### config.mk
export PLATFORM = sky130hd
export DESIGN_NAME = fat_short_name_directory_lookup
export DESIGN_NICKNAME = d
export VERILOG_FILES = /design/src/rtl/fsndl_pkg.sv /design/src/rtl/fsndl_query.sv /design/src/rtl/fsndl_match.sv /design/src/rtl/fat_short_name_directory_lookup.sv
export SDC_FILE = /design/constraint.sdc
export NUM_CORES = 1
export LEC_CHECK = 0
export ABC_AREA = 1
export BUFFER_PORTS_ARGS = -buffer_cell sky130_fd_sc_hd__buf_2
export CAP_MARGIN = 10
export CORE_ASPECT_RATIO = 0.5
export CORE_MARGIN = 4
export CORE_UTILIZATION = 45
export DETAILED_ROUTE_END_ITERATION = 12
export GPL_ROUTABILITY_DRIVEN = 0
export PLACE_DENSITY = 0.68
export SETUP_SLACK_MARGIN = 0.5
export SYNTH_ARGS = -nofsm -noshare
export SYNTH_HDL_FRONTEND = slang
export SYNTH_SLANG_ARGS = --single-unit
### constraint.sdc
create_clock -name clk_i -period 3.4 [get_ports clk_i]
set_input_delay 0.34 -clock clk_i [delete_from_list [all_inputs] [get_ports clk_i]]
set_output_delay 0.34 -clock clk_i [all_outputs]
set_load 0.02 [all_outputs]
### src/rtl/fsndl_pkg.sv
// Types and constants for the FAT 8.3 short-name directory lookup block.
package fsndl_pkg;

  // Command codes of an input transaction
  typedef enum logic [0:0] {
    CMD_CHAR  = 1'b0,
    CMD_ENTRY = 1'b1
  } cmd_e;

  localparam int unsigned NameLen = 8;
  localparam int unsigned ExtLen  = 3;

  localparam logic [7:0] CharSpace   = 8'h20;
  localparam logic [7:0] CharDot     = 8'h2E;
  localparam logic [7:0] CharLowA    = 8'h61;
  localparam logic [7:0] CharLowZ    = 8'h7A;
  localparam logic [7:0] CaseOffset  = 8'd32;
  localparam logic [7:0] DeletedMark = 8'hE5;
  localparam logic [7:0] LongNameAttr = 8'h0F;

  localparam logic [63:0] NameBlank = {NameLen{CharSpace}};
  localparam logic [23:0] ExtBlank  = {ExtLen{CharSpace}};

  localparam logic [31:0] DataStartReset = 32'd2112;

  // Input transaction payload
  typedef struct packed {
    logic        command;
    logic [7:0]  name_char;
    logic        last_char;
    logic [63:0] entry_name;
    logic [23:0] entry_ext;
    logic [7:0]  entry_attr;
    logic [31:0] entry_size;
  } in_item_t;

  // Output transaction payload
  typedef struct packed {
    logic        found;
    logic [3:0]  entry_index;
    logic [31:0] data_sector;
    logic [31:0] file_size;
  } out_item_t;

  // Packed 8.3 query
  typedef struct packed {
    logic [63:0] name;
    logic [23:0] ext;
  } query_t;

  // Search control from the query builder to the matcher
  typedef struct packed {
    logic start;
    logic abort;
  } srch_ctl_t;

endpackage

### src/rtl/fsndl_query.sv
// Query builder: packs filename characters into space-padded 8.3 form.
module fsndl_query (
  input  logic                  clk_i,
  input  logic                  rst_ni,
  input  logic                  char_valid_i,
  input  logic [7:0]            char_i,
  input  logic                  last_i,
  output fsndl_pkg::query_t     query_o,
  output fsndl_pkg::srch_ctl_t  ctl_o
);
  import fsndl_pkg::*;

  logic [63:0] name_q, name_d, name_base;
  logic [23:0] ext_q, ext_d, ext_base;
  logic        in_ext_q, in_ext_d, in_ext_base;
  logic [3:0]  name_cnt_q, name_cnt_d, name_cnt_base;
  logic [1:0]  ext_cnt_q, ext_cnt_d, ext_cnt_base;
  logic        complete_q, complete_d;
  logic [7:0]  up_char;

  // Upper-case a..z only
  assign up_char = (char_i inside {[CharLowA:CharLowZ]}) ? (char_i - CaseOffset) : char_i;

  // A character after a finished query starts from a blank query
  always_comb begin
    name_base     = complete_q ? NameBlank : name_q;
    ext_base      = complete_q ? ExtBlank  : ext_q;
    in_ext_base   = complete_q ? 1'b0 : in_ext_q;
    name_cnt_base = complete_q ? 4'd0 : name_cnt_q;
    ext_cnt_base  = complete_q ? 2'd0 : ext_cnt_q;
  end

  // Character insert
  always_comb begin
    name_d     = name_q;
    ext_d      = ext_q;
    in_ext_d   = in_ext_q;
    name_cnt_d = name_cnt_q;
    ext_cnt_d  = ext_cnt_q;
    complete_d = complete_q;
    if (char_valid_i) begin
      name_d     = name_base;
      ext_d      = ext_base;
      in_ext_d   = in_ext_base;
      name_cnt_d = name_cnt_base;
      ext_cnt_d  = ext_cnt_base;
      complete_d = last_i;
      if (char_i != 8'd0) begin
        if (!in_ext_base && char_i == CharDot) begin
          in_ext_d = 1'b1;
        end else if (!in_ext_base) begin
          if (name_cnt_base < 4'(NameLen)) begin
            for (int b = 0; b < NameLen; b++) begin
              if (name_cnt_base == 4'(b)) name_d[8*b +: 8] = up_char;
            end
            name_cnt_d = name_cnt_base + 4'd1;
          end
        end else begin
          if (ext_cnt_base < 2'(ExtLen)) begin
            for (int b = 0; b < ExtLen; b++) begin
              if (ext_cnt_base == 2'(b)) ext_d[8*b +: 8] = up_char;
            end
            ext_cnt_d = ext_cnt_base + 2'd1;
          end
        end
      end
    end
  end

  always_ff @(posedge clk_i or negedge rst_ni) begin
    if (!rst_ni) begin
      name_q     <= NameBlank;
      ext_q      <= ExtBlank;
      in_ext_q   <= 1'b0;
      name_cnt_q <= 4'd0;
      ext_cnt_q  <= 2'd0;
      complete_q <= 1'b1;
    end else begin
      name_q     <= name_d;
      ext_q      <= ext_d;
      in_ext_q   <= in_ext_d;
      name_cnt_q <= name_cnt_d;
      ext_cnt_q  <= ext_cnt_d;
      complete_q <= complete_d;
    end
  end

  // Last character starts a search; any other character cancels one
  assign ctl_o.start  = char_valid_i && last_i;
  assign ctl_o.abort  = char_valid_i && !last_i;
  assign query_o.name = name_q;
  assign query_o.ext  = ext_q;

endmodule

### src/rtl/fsndl_match.sv
// Entry matcher: compares directory entries against the query and tracks the scan.
module fsndl_match #(
  parameter int unsigned DIR_ENTRIES = 16
) (
  input  logic                  clk_i,
  input  logic                  rst_ni,
  input  logic                  entry_valid_i,
  input  fsndl_pkg::in_item_t   entry_i,
  input  fsndl_pkg::query_t     query_i,
  input  fsndl_pkg::srch_ctl_t  ctl_i,
  input  logic [31:0]           data_start_i,
  output logic                  res_valid_o,
  output fsndl_pkg::out_item_t  res_o
);
  import fsndl_pkg::*;

  localparam int unsigned IdxW = (DIR_ENTRIES > 1) ? $clog2(DIR_ENTRIES) : 1;
  localparam logic [IdxW-1:0] LastIdx = IdxW'(DIR_ENTRIES - 1);

  logic [IdxW-1:0] scan_q, scan_d;
  logic            finished_q, finished_d;
  logic [7:0]      first_byte;
  logic            hit;
  logic [31:0]     idx_ext;

  assign first_byte = entry_i.entry_name[7:0];
  assign idx_ext    = 32'(scan_q);

  // Live entry whose 11 name bytes equal the query
  assign hit = (first_byte != DeletedMark) && (entry_i.entry_attr != LongNameAttr)
            && (entry_i.entry_name == query_i.name) && (entry_i.entry_ext == query_i.ext);

  // Scan control and result
  always_comb begin
    scan_d      = scan_q;
    finished_d  = finished_q;
    res_valid_o = 1'b0;
    res_o       = '0;
    if (ctl_i.start) begin
      scan_d     = '0;
      finished_d = 1'b0;
    end else if (ctl_i.abort) begin
      finished_d = 1'b1;
    end else if (entry_valid_i && !finished_q) begin
      if (first_byte == 8'd0) begin
        finished_d  = 1'b1;
        res_valid_o = 1'b1;
      end else if (hit) begin
        finished_d        = 1'b1;
        res_valid_o       = 1'b1;
        res_o.found       = 1'b1;
        res_o.entry_index = idx_ext[3:0];
        res_o.data_sector = data_start_i + idx_ext;
        res_o.file_size   = entry_i.entry_size;
      end else begin
        scan_d = scan_q + 1'b1;
        if (scan_q == LastIdx) begin
          finished_d  = 1'b1;
          res_valid_o = 1'b1;
        end
      end
    end
  end

  always_ff @(posedge clk_i or negedge rst_ni) begin
    if (!rst_ni) begin
      scan_q     <= '0;
      finished_q <= 1'b1;
    end else begin
      scan_q     <= scan_d;
      finished_q <= finished_d;
    end
  end

endmodule

### src/rtl/fat_short_name_directory_lookup.sv
// Top level of the FAT 8.3 short-name directory lookup block.
// Takes one transaction per cycle while in_stall_o is low: a query filename
// character (command 0) or a root directory entry (command 1). Each
// transaction is captured in an input register, handled by the query builder
// or the entry matcher, and any result lands in an output register that
// drives the output. The single compare stage between those registers sets
// the rate of one transaction per clock while the output is not stalled.
// in_stall_o rises only while a result waits on a stalled output and the
// input register is also occupied. The data start sector register is written
// through the cfg port, which is always ready.
module fat_short_name_directory_lookup #(
  parameter int unsigned DIR_ENTRIES = 16
) (
  input  logic                  clk_i,
  input  logic                  rst_ni,
  input  logic                  in_valid_i,
  output logic                  in_stall_o,
  input  fsndl_pkg::in_item_t   in_data_i,
  output logic                  out_valid_o,
  input  logic                  out_stall_i,
  output fsndl_pkg::out_item_t  out_data_o,
  input  logic                  cfg_valid_i,
  output logic                  cfg_ready_o,
  input  logic [31:0]           cfg_data_i
);
  import fsndl_pkg::*;

  in_item_t   in_q;
  logic       in_valid_q;
  out_item_t  out_q;
  logic       out_valid_q;
  logic [31:0] data_start_q;
  logic       advance, proc, accept;
  logic       char_valid, entry_valid;
  query_t     query;
  srch_ctl_t  ctl;
  logic       res_valid;
  out_item_t  res;

  // Handshake
  assign advance    = !out_valid_q || !out_stall_i;
  assign proc       = in_valid_q && advance;
  assign in_stall_o = in_valid_q && !advance;
  assign accept     = in_valid_i && !in_stall_o;

  assign char_valid  = proc && (in_q.command == CMD_CHAR);
  assign entry_valid = proc && (in_q.command == CMD_ENTRY);

  // Input register
  always_ff @(posedge clk_i or negedge rst_ni) begin
    if (!rst_ni) begin
      in_valid_q <= 1'b0;
    end else if (accept) begin
      in_valid_q <= 1'b1;
    end else if (proc) begin
      in_valid_q <= 1'b0;
    end
  end

  always_ff @(posedge clk_i) begin
    if (accept) begin
      in_q <= in_data_i;
    end
  end

  // Configuration register
  assign cfg_ready_o = 1'b1;

  always_ff @(posedge clk_i or negedge rst_ni) begin
    if (!rst_ni) begin
      data_start_q <= DataStartReset;
    end else if (cfg_valid_i && cfg_ready_o) begin
      data_start_q <= cfg_data_i;
    end
  end

  fsndl_query u_query (
    .clk_i        (clk_i),
    .rst_ni       (rst_ni),
    .char_valid_i (char_valid),
    .char_i       (in_q.name_char),
    .last_i       (in_q.last_char),
    .query_o      (query),
    .ctl_o        (ctl)
  );

  fsndl_match #(
    .DIR_ENTRIES (DIR_ENTRIES)
  ) u_match (
    .clk_i         (clk_i),
    .rst_ni        (rst_ni),
    .entry_valid_i (entry_valid),
    .entry_i       (in_q),
    .query_i       (query),
    .ctl_i         (ctl),
    .data_start_i  (data_start_q),
    .res_valid_o   (res_valid),
    .res_o         (res)
  );

  // Output register
  always_ff @(posedge clk_i or negedge rst_ni) begin
    if (!rst_ni) begin
      out_valid_q <= 1'b0;
    end else if (proc && res_valid) begin
      out_valid_q <= 1'b1;
    end else if (!out_stall_i) begin
      out_valid_q <= 1'b0;
    end
  end

  always_ff @(posedge clk_i) begin
    if (proc && res_valid) begin
      out_q <= res;
    end
  end

  assign out_valid_o = out_valid_q;
  assign out_data_o  = out_q;

endmodule

==> results of run 1 <==
## path summary, 6_finish.rpt
| path | cells past startpoint | from | slack, ps | to |
|---|---|---|---|---|
| min in group asynchronous | 2 | rst_ni | 260 | u_query.name_q[34] |
| min reg2reg | 1 | data_start_q[0] | 520 | data_start_q[0] |
| max in group asynchronous | 3 | rst_ni | 2210 | out_valid_o |
| max reg2reg | 8 | u_query.name_q[7] | 700 | out_data_o[61] |
| min | 2 | cfg_data_i[0] | 30 | data_start_q[0] |
| max | 8 | u_query.name_q[7] | 700 | out_data_o[61] |
## worst max-delay path, stage by stage, from the launching register on
cell and delay, ps:
dfrtp_1 440, xnor2_1 390, nand2_1 110, nor2_1 110, nand3_1 90, nor2_2 280
nand4_4 410, buf_4 370, nor3b_1 280
## state kept, by name, indices dropped and copies added (netlist names)
signal / cells
data_start_q: 32
u_match.scan_q: 4
out_data_o: 69
out_valid_o: 1
in_q: 138
u_match.finished_q: 1
u_query.complete_q: 1
u_query.ext_q: 24
u_query.in_ext_q: 1
u_query.ext_cnt_q: 2
u_query.name_q: 64
in_valid_q: 1
u_query.name_cnt_q: 4
## final cells by class
class,instances,area [sq um],share of cell area
Tap cell,475,594,0.0290
Clock buffer,33,783,0.0382
Multi-Input combinational cell,1021,4940,0.241
Inverter,289,1090,0.0534
Clock inverter,24,354,0.0173
Sequential cell,342,9610,0.469
Timing Repair Buffer,432,3130,0.153
## metrics by stage
stage	total power, uW	util
6_report	11300	0.594
3_5_place_dp	7200	0.511
5_1_grt	11900	0.594
4_1_cts	11300	0.593
3_3_place_gp	7140	0.511
2_1_floorplan	6560	-
## cell usage after synthesis (3+ instances only)
cell type  count
a22oi_1        5
edfxtp_1     207
nor2_1       189
o211ai_1       9
o21ai_1        6
o21ai_0      114
clkbuf_1      20
mux2_2         8
xnor2_1        9
buf_4          6
nor3b_1        7
nand3_1       38
a21oi_1       61
nor2_4         8
or2_2          3
nand2_4        4
buf_2          7
nor3_1        24
inv_2         18
nand2_2        9
nand4_2        3
dfrtp_1      120
xor2_1         8
o22ai_1       43
nor2_2        16
nand4_1        9
nand2_1      410
ha_1          10
inv_1        267
dfstp_2       15
nor4_1         3
a31oi_1        5
clkinv_1       3
## kinds of logic (layout without fill, tap and decap cells)
kind of cell | after synthesis | after routing | synth area share
AOI/OAI and AO/OA | 255 | 255 | 0.0893
xor gates and xnor gates | 17 | 17 | 0.00942
adders and majority gates | 11 | 11 | 0.00919
buffers and inverters | 326 | 778 | 0.0805
DFF | 342 | 342 | 0.608
muxes | 8 | 8 | 0.00570
other | 1 | 1 | 0.000237
and+or+nand+nor | 729 | 729 | 0.197
## where the power goes
| part | internal, uW | switching [uW] |
|---|---|---|
| Sequential | 4880 | 330 |
| Combinational | 823 | 1290 |
| Clock | 2360 | 1630 |
| Total | 8060 | 3250 |
## repair_timing
| action | CTS | global route |
|---|---|---|
| setup endpoints to repair | 32 | 57 |
| pin swaps | 0 | 1 |
| hold buffers | 166 | 1 |
| setup buffers | 0 | 5 |
| hold endpoints to repair | 200 | 1 |
| gates resized for setup | 1 | 0 |
## routing by layer
metal | routed length [um] | track usage | up-vias
met3 | 2800 | 0.0342 | 112
met4 | 1500 | 0.0745 | 0
met2 | 21400 | 0.387 | 516
met5 | 0 | 0 | -
met1 | 18000 | 0.298 | 6187
li1 | - | - | 6335
==> impl_metrics.csv, run 1 <==
group,metric,value,unit
timing,setup_viol_count_final,0,
clocking,clk_path_buf_depth,3,
logic_synthesis,syn-num-nets,1875,
logic_synthesis,yosysTopAreaCell,"edfxtp_1",
setup_path,cp.arrival,3070,ps
floorplan,ios,247,
routing,drc,0,
setup_path,critPathKind,"flop to flop",
timing,fin_tns_setup,0,ps
clocking,clock_sinks,342,
setup_path,critPathLaunchType,"flop",
logic_synthesis,synth_edf_count,207,
setup_path,required,3770,ps
placement,placed_cells,2387,
pwr,power_density,551,nW/um^2
flow_run,cap_viol_max_count,0,
logic_synthesis,synth.avg_cell_area,9.35,sq um
timing,worstMarginPinSlew,949,ps
layout,final_cell_mix,"nand2_1 (408), inv_1 (264), buf_2 (244), edfxtp_1 (207), nor2_1 (187)",
logic_synthesis,ys_seq_area_frac,0.608,
layout,area_growth,29.8,%
status,status,"finished clean",
floorplan,start_util,0.458,
setup_path,crit_path_max_fanout,25,
logic_synthesis,yosysUniqueCellTypes,51,
layout,mostFrequentLayoutCell,"nand2_1",
pwr,leakage,0.00921,uW
timing,fin_crit_sh,0.795,
placement,placed_cell_area,17700,sq um
timing,final_hold_viol_count,0,
grt,grt_max_degree,95,
logic_synthesis,syn_inst,1689,
routing,ant_nets,0,
floorplan,fp.dieW,273,um
timing,setup_slack,696,ps
logic_synthesis,ys_warn_count,0,
logic_synthesis,synth-async-reset-ratio,0.395,
floorplan,rows,48,
setup_path,worstSetupEndpointType,"flop",
timing,finalMaxSlewViolations,0,
floorplan,fp.dieArea,38400,sq um
logic_synthesis,ys.flop_type,"edfxtp_1",
floorplan,fp.coreArea,34500,sq um
routing,initialDrtViolationCount,1134,
layout,layout-drive-gt1-share,0.194,
clocking,clk_latency,580,ps
timing,slew-limit-headroom,0.367,
logic_synthesis,synth_area,15800,sq um
clocking,cts_tree,"done",
routing,viasPerCell,5.03,
grt,overflow,0,
pwr,peakVddDrop,0.303,mV
worst_hold_path,hold_path_class,"input pin to flop",
timing,hold_ws,26.7,ps
logic_synthesis,yosysTopAreaCellShare,0.393,
logic_synthesis,ys_seq_elements,342,
timing,rsz0062_at_grt,"true",
layout,num-fill-cells,2905,
timing,skew,24.0,ps
clocking,cts_buffers,31,
layout,nets,2303,
routing,wl,43600,um
floorplan,fp.dieH,141,um
placement,portBuffers,245,
layout,diodes,0,
grt,grt_usage,0.226,
layout,instances_no_fill,2616,
clocking,h-tree-depth,1,
logic_synthesis,yosys-top-cells-area,"edfxtp_1 (39%), dfrtp_1 (19%), nand2_1 (9.7%), inv_1 (6.3%), nor2_1 (4.5%)",
timing,finalCriticalPeriod,2700,ps
placement,dp_slack,516,ps
grt,antenna_found_initial,0,
grt,grt_pass1_wl,68800,um
grt,grt_pass1_vias,12930,
placement,dpl.hpwl,29100,um
routing,routedWlPerCell,16.7,um
layout,fin_area,20500,sq um
clocking,cts_root_buffer,"clkbuf_16",
routing,dr.pass1.iters,6,
routing,vias,13150,
timing,max_clock_freq,370,MHz
clocking,path_clk_slew,70,ps
(Power assumes the default switching activity.)
==> inputs of run 2 (changes only) <==
==> constraint.sdc (replaced) <==
create_clock -name clk_i -period 2.35 [get_ports clk_i]
set_input_delay 0.235 -clock clk_i [delete_from_list [all_inputs] [get_ports clk_i]]
set_output_delay 0.235 -clock clk_i [all_outputs]
set_load 0.02 [all_outputs]
==> run 2 against run 1 <==
Effect of this change:
- sequential power up 46%
- combinational power up 120%
- via count up 14%
- the flow now finishes with violations (negative setup slack)
- clock-buffer cell count up 9
- first-iteration DRC count up 60%
- flip-flop and latch count unchanged
- critical endpoint is now out_data_o[44]
- routed wire length up 25%
- cell area up 18%
- sequential share of layout area down 7.1 points
- global-route usage up 1.9 points
==> impl_metrics.csv, run 2 (synthesized netlist as in run 1, its figures left out) <==
group,metric,value,unit
pwr,peakVddDrop,0.447,mV
status,status,"finished, violations left",
floorplan,fp.coreArea,34500,sq um
setup_path,slowest_stage,"dfrtp_1",
timing,skew,30.6,ps
timing,finalCriticalPeriod,2660,ps
timing,fin_crit_sh,1.13,
routing,ant_nets,0,
routing,vias,14944,
setup_path,slowest_delay,470,ps
pwr,power_density,734,nW/um^2
grt,antenna_found_initial,1,
grt,grt_max_degree,139,
setup_path,cp-endpoint,"out_data_o[44]",
grt,overflow,0,
timing,setup_slack,-307,ps
setup_path,crit_path_max_fanout,4,
timing,worstMarginPinSlew,754,ps
worst_hold_path,hold_path_class,"input pin to flop",
routing,dr.pass1.iters,5,
setup_path,required,2650,ps
timing,fin_tns_setup,-30840,ps
routing,routedWlPerCell,19.7,um
status,violations,"negative setup slack",
setup_path,worst-r2r-cell-count,14,
timing,final_hold_viol_count,0,
clocking,cts_root_buffer,"clkbuf_16",
timing,max_clock_freq,376,MHz
setup_path,r2r-start,"u_query.name_q[39]",
clocking,path_clk_slew,70,ps
layout,regMostFlops,"in_q",
layout,final_cell_mix,"nand2_1 (360), buf_2 (244), inv_1 (239), edfxtp_1 (207), dlygate4sd3_1 (173)",
worst_hold_path,hp-start,"out_stall_i",
clocking,clk_path_buf_depth,3,
layout,largest_reg_flops,138,
layout,nets,2468,
clocking,clock_sinks,342,
routing,viasPerCell,5.37,
setup_path,cp.buffers_inverters,4,
clocking,clk_latency,600,ps
setup_path,cp.arrival,2960,ps
grt,grt_pass1_vias,13970,
clocking,h-tree-depth,1,
setup_path,worstSetupEndpointType,"flop",
floorplan,fp.dieH,141,um
flow_run,cap_viol_max_count,0,
clocking,cts_tree,"done",
grt,grt_usage,0.245,
setup_path,critPathKind,"flop to flop",
layout,area_growth,53.1,%
setup_path,critPathLaunchType,"flop",
routing,initialDrtViolationCount,1810,
placement,dp_slack,38.0,ps
setup_path,worstPathCellList,"inv_1 > nand2_1 > nand2_1 > nor2_1 > nand2_1 > nor2_1 > nand2_1 > nor2_4 > nand3_4 > nand2_4 > nand2_4 > clkinvlp_4 > buf_12 > clkbuf_16",
placement,portBuffers,245,
grt,grt_pass1_wl,74400,um
clocking,cts_buffers,31,
setup_path,cp_top_family,"simple AND/OR/NAND/NOR gates",
setup_path,rrSetupSlack,-310,ps
floorplan,start_util,0.458,
floorplan,fp.dieW,273,um
timing,finalMaxSlewViolations,0,
floorplan,rows,48,
placement,dpl.hpwl,30000,um
layout,mostFrequentLayoutCell,"nand2_1",
timing,slew-limit-headroom,0.497,
setup_path,cp.depth,14,
setup_path,r2r-end,"out_data_o[44]",
layout,layout-drive-gt1-share,0.357,
floorplan,ios,247,
timing,rsz0062_at_grt,"true",
setup_path,critPathLaunch,"u_query.name_q[39]",
routing,wl,54800,um
pwr,leakage,0.0105,uW
pwr,total_power,17700,uW
timing,setup_viol_count_final,144,
setup_path,worst_path_most_repeated_cell,"nand2_1",
floorplan,fp.dieArea,38400,sq um
routing,drc,0,
==> run 2: routing by layer <==
metal / vias up / wire length [um] / track usage
li1: 6685 / - / -
met1: 7096 / 20000 / 0.305
met2: 871 / 27100 / 0.435
met3: 292 / 4460 / 0.0430
met4: 0 / 3180 / 0.0851
met5: - / 0 / 0
==> run 2: stage by stage <==
stage,hold WS (ps),std cells,area (sq um),util
floorplan,-60.6,1689,15900,-
global placement,254,2428,18000,0.523
detailed placement,250,2428,18000,0.523
CTS,9.17,2721,22300,0.645
global route,40.9,2783,24200,0.700
finish,30.8,2783,24200,0.700
==> run 2: where the power goes <==
part,switching (uW),internal (uW)
logic,2700,1900
registers,544,7060
clock network,2360,3180
==> run 2: worst min-delay path by stage <==
| stage | to | slack, ps | depth (start not counted) |
|---|---|---|---|
| floorplan | data_start_q[0] | -60 | 0 |
| global placement | u_query.name_q[43] | 250 | 1 |
| detailed placement | u_query.name_q[43] | 250 | 1 |
| CTS | in_valid_q | 9 | 5 |
| global route | in_valid_q | 40 | 5 |
| finish | in_valid_q | 30 | 5 |
==> run 2: cell type report <==
cell class,count,area (sq um)
antenna,1,2.50
clock buffer,42,878
clock inverter,16,223
fill,2245,10300
inverter,289,1190
multi-input combinational,1021,6580
sequential,342,9610
tap,475,594
timing repair buffer,593,5060
timing repair inverter,4,40.0
==> run 2: timing repair <==
| item | 4_1_cts | 5_1_grt |
|---|---|---|
| buffers inserted | 53 | 54 |
| resized for setup | 197 | 352 |
| endpoints found under the hold margin | 221 | 0 |
| setup endpoints to repair | 235 | 242 |
| pin swaps | 36 | 95 |
| cloned | 9 | 7 |
| hold buffers | 173 | 0 |
==> run 2: worst reg2reg max path, cell delays in order (launching register included) <==
cell        delay [ps]
dfrtp_1            470
inv_1              130
nand2_1            110
nand2_1             90
nor2_1             250
nand2_1            180
nor2_1             130
nand2_1            100
nor2_4             200
nand3_4            120
nand2_4             80
nand2_4             50
clkinvlp_4         140
buf_12             160
clkbuf_16          160
==> inputs of run 3 (changes only) <==
--- a/config.mk
+++ b/config.mk
@@ -8,12 +8,14 @@
 export ABC_AREA = 1
 export BUFFER_PORTS_ARGS = -buffer_cell sky130_fd_sc_hd__buf_2
 export CAP_MARGIN = 10
+export CELL_PAD_IN_SITES_DETAIL_PLACEMENT = 1
+export CELL_PAD_IN_SITES_GLOBAL_PLACEMENT = 1
 export CORE_ASPECT_RATIO = 0.5
 export CORE_MARGIN = 4
-export CORE_UTILIZATION = 45
+export CORE_UTILIZATION = 39
 export DETAILED_ROUTE_END_ITERATION = 12
 export GPL_ROUTABILITY_DRIVEN = 0
-export PLACE_DENSITY = 0.68
+export PLACE_DENSITY_LB_ADDON = 0.1
 export SETUP_SLACK_MARGIN = 0.5
 export SYNTH_ARGS = -nofsm -noshare
 export SYNTH_HDL_FRONTEND = slang
==> run 3 against run 2 <==
Effect of this change:
- the run still ends with negative setup slack left
- cell area fell by 4.2%
- first-iteration DRC count is 56% lower
- clock power rose by 2%
- largest cell class unchanged
- clock-buffer cell count up 5
- critical path type unchanged
- via count fell by 5.7%
- highest routed layer unchanged
- global-route usage down 0.84 points
- die area rose by 15%
- largest power group unchanged
==> impl_metrics.csv, run 3 (synthesized netlist as in run 1, its figures left out) <==
group,metric,value,unit
status,status,"finished, violations left",
status,violations,"negative setup slack",
flow_run,cap_viol_max_count,0,
grt,grt_pass1_vias,14485,
routing,wl_met1,23300,um
setup_path,critPathLaunchType,"flop",
clocking,clk_latency,540,ps
setup_path,cp.arrival,2600,ps
layout,layout-drive-gt1-share,0.316,
setup_path,slowest_delay,550,ps
worst_hold_path,holdPathStages,5,
floorplan,fp.coreArea,39400,sq um
pwr,p_int,12100,uW
grt,grt_max_degree,138,
pwr,total_power,17700,uW
layout,nets,2455,
timing,setup_slack,-6.40,ps
setup_path,worstSetupEndpointType,"flop",
setup_path,cp_top_family,"simple AND/OR/NAND/NOR gates",
setup_path,slowest_stage,"dfstp_2",
setup_path,worst-r2r-cell-count,14,
pwr,switching_power,5560,uW
layout,largest_reg_flops,138,
layout,mostFrequentLayoutCell,"nand2_1",
clocking,h-tree-depth,2,
worst_hold_path,hold_path_class,"input pin to flop",
grt,overflow,0,
timing,slew-limit-headroom,0.442,
pwr,p_clk_frac,0.320,
routing,routed-wl-met3,2680,um
setup_path,cp.buffers_inverters,4,
grt,antenna_found_initial,3,
worst_hold_path,min_to,"in_valid_q",
timing,skew,19.5,ps
clocking,clk_path_buf_depth,3,
pwr,power_frac_seq,0.428,
clocking,cts_buffers,34,
routing,drc,0,
timing,rsz0062_at_grt,"true",
setup_path,worst_path_most_repeated_cell,"nand2_1",
layout,regMostFlops,"in_q",
grt,grt_pass1_wl,80600,um
timing,finalMaxSlewViolations,0,
clocking,path_clk_slew,70,ps
routing,dr.pass1.iters,6,
setup_path,required,2590,ps
setup_path,crit_path_max_fanout,5,
floorplan,start_util,0.401,
timing,finalCriticalPeriod,2360,ps
timing,max_clock_freq,424,MHz
routing,initialDrtViolationCount,794,
timing,fin_crit_sh,1.00,
pwr,power_frac_comb,0.252,
setup_path,worstPathCellList,"inv_1 > nand2_1 > nand2_1 > nor2_1 > nand2_1 > nor2_1 > nand2_2 > nor2_4 > nand3_2 > nand2_1 > nand2_2 > clkinvlp_4 > buf_12 > clkbuf_16",
routing,routedWlPerCell,19.8,um
floorplan,fp.dieW,293,um
floorplan,fp.dieH,150,um
pwr,leakage,0.0102,uW
layout,final_cell_mix,"nand2_1 (376), inv_1 (245), buf_2 (244), edfxtp_1 (207), dlygate4sd3_1 (173)",
setup_path,rrSetupSlack,-6,ps
routing,wl,56000,um
clocking,cts_tree,"done",
pwr,power_density,763,nW/um^2
setup_path,critPathKind,"flop to flop",
timing,worstMarginPinSlew,837,ps
placement,portBuffers,245,
pwr,peakVddDrop,0.503,mV
layout,area_growth,46.7,%
timing,hold_ws,101,ps
setup_path,r2r-end,"out_data_o[6]",
routing,wl_met2,28400,um
floorplan,ios,247,
clocking,clock_sinks,342,
clocking,cts_root_buffer,"clkbuf_16",
routing,top_layer,"met4",
routing,viasPerCell,4.98,
grt,grt_usage,0.236,
setup_path,r2r-start,"u_query.ext_q[13]",
routing,vias,14087,
floorplan,rows,51,
pwr,swShare,0.315,
worst_hold_path,hp-start,"out_stall_i",
timing,final_hold_viol_count,0,
floorplan,fp.dieArea,44000,sq um
routing,ant_nets,0,
timing,setup_viol_count_final,8,
layout,utilization,0.588,
placement,dpl.hpwl,35300,um
## run 3: cell count changes in the layout (fill, tap and decap cells not counted), sizes merged
| cell | previous run | this run |
|---|---|---|
| buf | 416 | 401 |
| clkbuf | 46 | 52 |
| diode | 1 | 4 |
| bufinv | 5 | 3 |
| clkinv | 15 | 13 |
| bufbuf | 0 | 1 |
| clkinvlp | 5 | 4 |
| inv | 284 | 285 |
## run 3: worst max-delay path by stage
| stage | from | end | slack [ps] | cells after the start |
|---|---|---|---|---|
| after global routing | u_query.ext_q[13] | out_data_o[6] | -110 | 14 |
| after floorplan | out_valid_o | in_q[0] | -900 | 5 |
| after CTS | u_query.name_q[61] | out_data_o[17] | 50 | 14 |
| after detailed placement | u_query.name_q[7] | out_data_o[48] | -110 | 10 |
| final | u_query.ext_q[13] | out_data_o[6] | -6 | 14 |
| after global placement | u_query.name_q[7] | out_data_o[48] | -140 | 10 |
## run 3: timing repair
action / 4_1_cts / 5_1_grt
setup endpoints to repair: 232 / 371
hold buffers: 173 / 0
hold endpoints to repair: 205 / 0
cloned: 4 / 7
pin swaps: 18 / 78
resized for setup: 84 / 251
buffers inserted: 25 / 47
## run 3: tightest hold or removal path, delay by kind of cell
family	cells	cell delay (ps)
buf+inv	2	150
simple gates	3	190
## run 3: final cells by class
type                    instances  area [sq um]
flip-flops and latches        342          9610
repair buffers                580          4760
clock buffers                  47           951
diodes                          4          10.0
clock inverters                15           173
fillers                      4404         16300
inverters                     289          1150
multi-input cells            1021          5840
repair inverters                1          8.76
well taps                     530           663
## run 3: power by group through the flow
stage	Combinational, uW	Sequential, uW	Clock (uW)
floorplan	2020	7500	0
detailed placement	3120	7660	0
finish	4450	7580	5660
global route	4890	7640	6060
global placement	3030	7630	0
CTS	3520	7550	5770
## run 3: per-stage QoR
step	setup slack (ps)	cells	setup TNS [ps]	instance area, sq um
2_1_floorplan	-902	1689	-134830	15900
3_3_place_gp	-141	2507	-8280	18300
3_5_place_dp	-114	2507	-6540	18300
4_1_cts	46.0	2771	0	21800
5_1_grt	-105	2828	-5670	23200
6_report	-6.40	2829	-22.9	23200
## run 3: routing by layer
metal / vias to the layer above / global-route usage
li1: 6646 / -
met1: 6964 / 0.306
met4: 0 / 0.0564
met2: 373 / 0.422
met3: 104 / 0.0371
met5: - / 0
